==> config.mk <==
export PLATFORM = sky130hd
export DESIGN_NAME = php_ctrl
export DESIGN_NICKNAME = d
export VERILOG_FILES = /design/src/rtl/core/php_pkg.sv /design/src/rtl/core/php_ctrl.sv
export SDC_FILE = /design/constraint.sdc
export NUM_CORES = 1
export LEC_CHECK = 0
export ABC_AREA = 1
export BUFFER_PORTS_ARGS = -buffer_cell sky130_fd_sc_hd__clkbuf_2
export CORE_MARGIN = 2
export CORE_UTILIZATION = 43
export CTS_BUF_LIST = sky130_fd_sc_hd__clkbuf_16
export DETAILED_ROUTE_END_ITERATION = 10
export PLACE_DENSITY = 0.85
export SETUP_SLACK_MARGIN = 0.3
export SYNTH_ARGS = -nofsm -noshare
export SYNTH_HDL_FRONTEND = slang
export SYNTH_SLANG_ARGS = --single-unit
==> constraint.sdc <==
create_clock -name clk -period 1.3 [get_ports clk]
set_clock_uncertainty 0.1 [all_clocks]
set_input_delay 0.13 -clock clk [delete_from_list [all_inputs] [get_ports clk]]
set_output_delay 0.13 -clock clk [all_outputs]
set_load 0.005 [all_outputs]
==> src/rtl/core/php_pkg.sv <==
// ----------------------------------------------------------------------------
// php_pkg
// Shared types, codes and constants of the pose history interpolator.
// ----------------------------------------------------------------------------
package php_pkg;

    localparam int HISTORY_DEPTH = 64;
    localparam int ADDR_W        = $clog2(HISTORY_DEPTH);
    localparam int CNT_W         = $clog2(HISTORY_DEPTH + 1);

    localparam logic [1:0] OP_PUSH   = 2'd0;
    localparam logic [1:0] OP_QUERY  = 2'd1;
    localparam logic [1:0] OP_CLEAR  = 2'd2;
    localparam logic [1:0] OP_UNUSED = 2'd3;

    localparam logic [1:0] MODE_EMPTY  = 2'd0;
    localparam logic [1:0] MODE_FIRST  = 2'd1;
    localparam logic [1:0] MODE_BRACK  = 2'd2;
    localparam logic [1:0] MODE_EXTRAP = 2'd3;

    localparam int CFG_IDX_W  = 1;
    localparam int CFG_DATA_W = 20;
    localparam logic [CFG_IDX_W-1:0] CFG_EXTRAP_LIMIT = 1'd0;
    localparam logic [CFG_IDX_W-1:0] CFG_MIN_SPAN     = 1'd1;
    localparam logic [19:0] EXTRAP_LIMIT_RESET = 20'd60000;
    localparam logic [9:0]  MIN_SPAN_RESET     = 10'd1;

    // Q16.16 half and full turn
    localparam logic signed [34:0] HALF_TURN = 35'sd11796480;
    localparam logic signed [34:0] FULL_TURN = 35'sd23592960;

    localparam int STEP_W = 6;
    localparam logic [STEP_W-1:0] WRAP_LAST = 6'd7;
    localparam logic [STEP_W-1:0] MUL_LAST  = 6'd31;
    localparam logic [STEP_W-1:0] DIV_LAST  = 6'd63;

    typedef struct packed {
        logic [31:0]        t;
        logic signed [31:0] yaw;
        logic signed [31:0] pitch;
    } pose_t;

    localparam int POSE_W = $bits(pose_t);

    typedef struct packed {
        logic              push;
        logic              clear;
        logic              load_q;
        logic              scan_clr;
        logic              scan_inc;
        logic              rd;
        logic              capture;
        logic              setup;
        logic              wrap_step;
        logic              mul_step;
        logic              div_step;
        logic              finish;
        logic [1:0]        mode;
        logic [STEP_W-1:0] step;
    } cmd_t;

    typedef struct packed {
        logic count_zero;
        logic count_one;
        logic first;
        logic last;
        logic hit;
        logic hold;
    } stat_t;

endpackage

==> src/rtl/core/php_ctrl.sv <==
// ----------------------------------------------------------------------------
// php_ctrl
// Sequencer: handshakes, ring scan, yaw wrap, multiply and divide steps.
// ----------------------------------------------------------------------------
module php_ctrl import php_pkg::*; (
    input  logic       clk,
    input  logic       rst_n,
    input  logic       in_valid,
    input  logic [1:0] in_op,
    output logic       in_ready,
    output logic       out_valid,
    input  logic       out_ready,
    input  stat_t      stat,
    output cmd_t       cmd
);

    localparam logic [2:0] S_IDLE  = 3'd0;
    localparam logic [2:0] S_READ  = 3'd1;
    localparam logic [2:0] S_CAPT  = 3'd2;
    localparam logic [2:0] S_SETUP = 3'd3;
    localparam logic [2:0] S_WRAP  = 3'd4;
    localparam logic [2:0] S_MUL   = 3'd5;
    localparam logic [2:0] S_DIV   = 3'd6;
    localparam logic [2:0] S_FIN   = 3'd7;

    logic [2:0]        state_reg, state_next;
    logic [1:0]        mode_reg, mode_next;
    logic [STEP_W-1:0] step_reg, step_next;
    logic              out_valid_reg, out_valid_next;

    assign in_ready  = (state_reg == S_IDLE);
    assign out_valid = out_valid_reg;

    always_comb
    begin
        state_next     = state_reg;
        mode_next      = mode_reg;
        step_next      = step_reg;
        out_valid_next = out_valid_reg && !out_ready;
        cmd            = '0;
        cmd.mode       = mode_reg;
        cmd.step       = step_reg;
        unique case (state_reg)
            S_IDLE:
            begin
                if (in_valid)
                begin
                    priority if (in_op == OP_PUSH)
                    begin
                        cmd.push = 1'b1;
                    end
                    else if (in_op == OP_CLEAR)
                    begin
                        cmd.clear = 1'b1;
                    end
                    else if (in_op == OP_QUERY)
                    begin
                        cmd.load_q   = 1'b1;
                        cmd.scan_clr = 1'b1;
                        if (stat.count_zero)
                        begin
                            mode_next  = MODE_EMPTY;
                            state_next = S_FIN;
                        end
                        else
                        begin
                            state_next = S_READ;
                        end
                    end
                    else
                    begin
                        // unused code: drop
                    end
                end
            end
            S_READ:
            begin
                cmd.rd     = 1'b1;
                state_next = S_CAPT;
            end
            S_CAPT:
            begin
                cmd.capture = 1'b1;
                priority if (stat.first && (stat.count_one || stat.hit))
                begin
                    mode_next  = MODE_FIRST;
                    state_next = S_FIN;
                end
                else if (!stat.first && stat.hit)
                begin
                    mode_next  = MODE_BRACK;
                    state_next = S_SETUP;
                end
                else if (!stat.first && stat.last)
                begin
                    mode_next  = MODE_EXTRAP;
                    state_next = S_SETUP;
                end
                else
                begin
                    cmd.scan_inc = 1'b1;
                    state_next   = S_READ;
                end
            end
            S_SETUP:
            begin
                cmd.setup  = 1'b1;
                step_next  = '0;
                state_next = S_WRAP;
            end
            S_WRAP:
            begin
                cmd.wrap_step = 1'b1;
                step_next     = step_reg + 1'b1;
                if (step_reg == WRAP_LAST)
                begin
                    step_next  = '0;
                    state_next = stat.hold ? S_FIN : S_MUL;
                end
            end
            S_MUL:
            begin
                cmd.mul_step = 1'b1;
                step_next    = step_reg + 1'b1;
                if (step_reg == MUL_LAST)
                begin
                    step_next  = '0;
                    state_next = S_DIV;
                end
            end
            S_DIV:
            begin
                cmd.div_step = 1'b1;
                step_next    = step_reg + 1'b1;
                if (step_reg == DIV_LAST)
                begin
                    state_next = S_FIN;
                end
            end
            S_FIN:
            begin
                // hold until the output register is free
                if (!out_valid_reg || out_ready)
                begin
                    cmd.finish     = 1'b1;
                    out_valid_next = 1'b1;
                    state_next     = S_IDLE;
                end
            end
            default:
            begin
                state_next = S_IDLE;
            end
        endcase
    end

    always_ff @(posedge clk or negedge rst_n)
    begin
        if (!rst_n)
        begin
            state_reg     <= S_IDLE;
            mode_reg      <= MODE_EMPTY;
            step_reg      <= '0;
            out_valid_reg <= 1'b0;
        end
        else
        begin
            state_reg     <= state_next;
            mode_reg      <= mode_next;
            step_reg      <= step_next;
            out_valid_reg <= out_valid_next;
        end
    end

endmodule

==> impl_metrics.yaml <==
clock_network:
  clkTransAtPathRegs_ps: 40
  cts_max_level: 1
  cts.path.max_buffers: 2
  cts_tree: "done"
  cts_sinks: 12
  clock_latency_ps: 240
  cts_made_buffers: 3
  clockRootBuffer: "clkbuf_16"
setup_path:
  reg2reg_from: "state_reg[1]$_DFFE_PN0P_"
  critPathMaxFanout: 5
  r2r_end: "state_reg[2]$_DFFE_PN0P_"
  cp.required_ps: 1320
  crit_slowest_cell: "dfrtp_2"
  endpoint_kind: "flip-flop"
  path_class: "flip-flop to flip-flop"
  cpPeakStageDelay_ps: 460
  rrSetupSlack_ps: -230
  arrival_ps: 1550
  cp_cell_sequence: "buf_6 -> nand2_2 -> buf_4 -> nand2_2 -> nand2_2 -> inv_4 -> nand3_1 -> nand2_1 -> nand2_1"
  start_kind: "flip-flop"
  crit_path_frequent_cell: "nand2_2"
  r2r_cells: 9
synth:
  seq_area_frac_synth_pct: 33.1
  yosysWarnings: 0
  synth_flop_cell: "dfrtp_1"
  synth-edff-count: 0
  syn_avg_cell_area_um2: 6.20
  synth_top_area_share_pct: 33.1
  netlist_top_cells_count: "48 x nand2_1, 19 x nor2_1, 15 x inv_1"
  synth.area.top_cells: "dfrtp_1 33%, nand2_1 20%, nor2_1 7.9%"
  synth_cell_types: 17
  synth.largest_area_cell: "dfrtp_1"
  synth_cells: 146
  ys_ff_latch: 12
  synth_area_um2: 906
  synth_fp_nets: 159
  synth_most_common_cell: "nand2_1"
  synthArstFlopShare_pct: 100
global_route:
  antenna_found_initial: 0
  grt-ovfl-total: 0
  grt_max_degree: 13
  track_usage_pct: 30.4
  grt_pass1_vias: 1343
  grt_pass1_wl_um: 5710
die:
  dieArea_mm2: 0.00249
  die_x_um: 49.9
  start_util_pct: 45.7
  coreArea_mm2: 0.00198
  die_h_um: 49.9
  rows: 16
  io_pins: 34
power_and_ir_drop:
  peakVddDrop_uv: 867
  p_per_area_mw_per_mm2: 571
  p_leak_nw: 0.968
  power_mw: 0.996
layout:
  areaGrowthSynthToFinish_pct: 92.5
  largest_reg_flops: 6
  layout.cells.non_filler: 249
  final_util_pct: 88.0
  antenna_cells: 0
  fillers: 94
  final_nets: 237
  drive_gt1_share_pct: 56.3
sta:
  fin_crit_ps: 1530
  finalCritPeriodShare_pct: 118
  rsz0062_at_grt: "yes"
  finalSetupTns_ps: -3760
  hold_viol_final: 0
  setup_ws_ps: -230
  setup_viol: 25
  slew_violations: 0
  timing.slew.headroom_pct: 78.8
  fmax_ghz: 0.654
  tightest_slew_ps: 318
placement:
  pre_cts_ws_ps: -110
  hpwl_um: 2020
  port_buffers: 33
  placed_cells: 222
  gp_congestion: 0.852
drt:
  drt-total-wl_um: 4000
  viasPerCell: 5.27
  drc: 0
  vias: 1313
  drt.antenna.violating_nets: 0
  drt_iter0_markers: 55
  first_pass_iters: 4
  detail_route.wl_per_cell_um: 16.1
worst_hold_path:
  holdPathStages: 4
  hp-start: "stat[1]"
  hp-class: "input pin to flip-flop"
  min_to: "mode_reg[0]$_DFFE_PN0P_"
outcome:
  violations: "negative setup slack"
  status: "finished with violations"
flow_run:
  drv_cap: 0
[stage by stage]
stage / hold WS (ps) / instance area (um2)
2_1_floorplan: -266 / 928
3_5_place_dp: -66.8 / 1250
5_1_grt: 211 / 1740
3_3_place_gp: -73.6 / 1250
6_report: 152 / 1740
4_1_cts: 149 / 1570
[worst max-delay path: cells and delay by family, from the launching register on]
kind | cells | cell delay, ps
buf+inv | 3 | 370
flops | 1 | 460
simple gates | 6 | 470
[routing by layer]
metal,track usage (%),wire length (um),vias to the layer above
met5,0,0,-
met4,14.8,112,0
met3,6.06,215,15
met2,58.2,2120,58
met1,30.8,1550,625
li1,-,-,615
[how the worst max path moves through the flow]
| stage | from | endpoint | slack (ps) | cells after the start |
|---|---|---|---|---|
| finish | state_reg[1]$_DFFE_PN0P_ | state_reg[2]$_DFFE_PN0P_ | -230 | 9 |
| global route | state_reg[1]$_DFFE_PN0P_ | state_reg[2]$_DFFE_PN0P_ | -320 | 9 |
| CTS | state_reg[1]$_DFFE_PN0P_ | cmd[19] | -150 | 4 |
| detailed placement | step_reg[1]$_DFFE_PN0P_ | step_reg[1]$_DFFE_PN0P_ | -110 | 10 |
| global placement | step_reg[0]$_DFFE_PN0P_ | state_reg[0]$_DFFE_PN0P_ | -50 | 10 |
| floorplan | step_reg[0]$_DFFE_PN0P_ | step_reg[5]$_DFFE_PN0P_ | -100 | 10 |
[repair_timing]
action,4_1_cts,5_1_grt
hold endpoints to repair,13,0
hold buffers,2,0
resized for setup,44,28
endpoints found under the setup margin,30,31
pin swaps,10,4
setup buffers,12,10
[cells in the final DEF, fill, tap and decap left out, drive strengths merged]
| cell | synthesis | final |
|---|---|---|
| nand2 | 53 | 53 |
| buf | 2 | 47 |
| clkbuf | 0 | 29 |
| nor2 | 22 | 22 |
| inv | 23 | 22 |
| nand3 | 15 | 15 |
| dfrtp | 12 | 12 |
| o21ai | 7 | 7 |
| a21oi | 5 | 5 |
| nand4 | 3 | 3 |
| dlygate4sd3 | 0 | 2 |
| nor4 | 2 | 2 |
| clkinv | 0 | 1 |
| o2111ai | 1 | 1 |
| ha | 1 | 1 |
[layout make-up]
cell class,count,area [um2],share of cell area (%)
multi-input cells,109,687,39.4
repair buffers,75,543,31.1
flip-flops and latches,12,304,17.4
inverters,23,101,5.81
clock buffers,3,75.1,4.30
well taps,27,33.8,1.94
[logic make-up (layout without fill, tap and decap cells)]
| kind of cell | after synthesis | after routing | share of synthesized area (%) |
|---|---|---|---|
| AND/OR/NAND/NOR | 95 | 95 | 46.7 |
| AO/OA/AOI/OAI | 13 | 13 | 7.60 |
| buffers and inverters | 25 | 101 | 11.2 |
| flip-flops | 12 | 12 | 33.1 |
| adder cells (fa/ha/maj) | 1 | 1 | 1.38 |
[report_power, final]
part	switching, mW	leakage, nW	internal (mW)
Combinational	0.0371	0.796	0.0243
Sequential	0.00295	0.135	0.380
Clock	0.152	0.0370	0.400
Total	0.192	0.968	0.804
(Power assumes the default switching activity.)
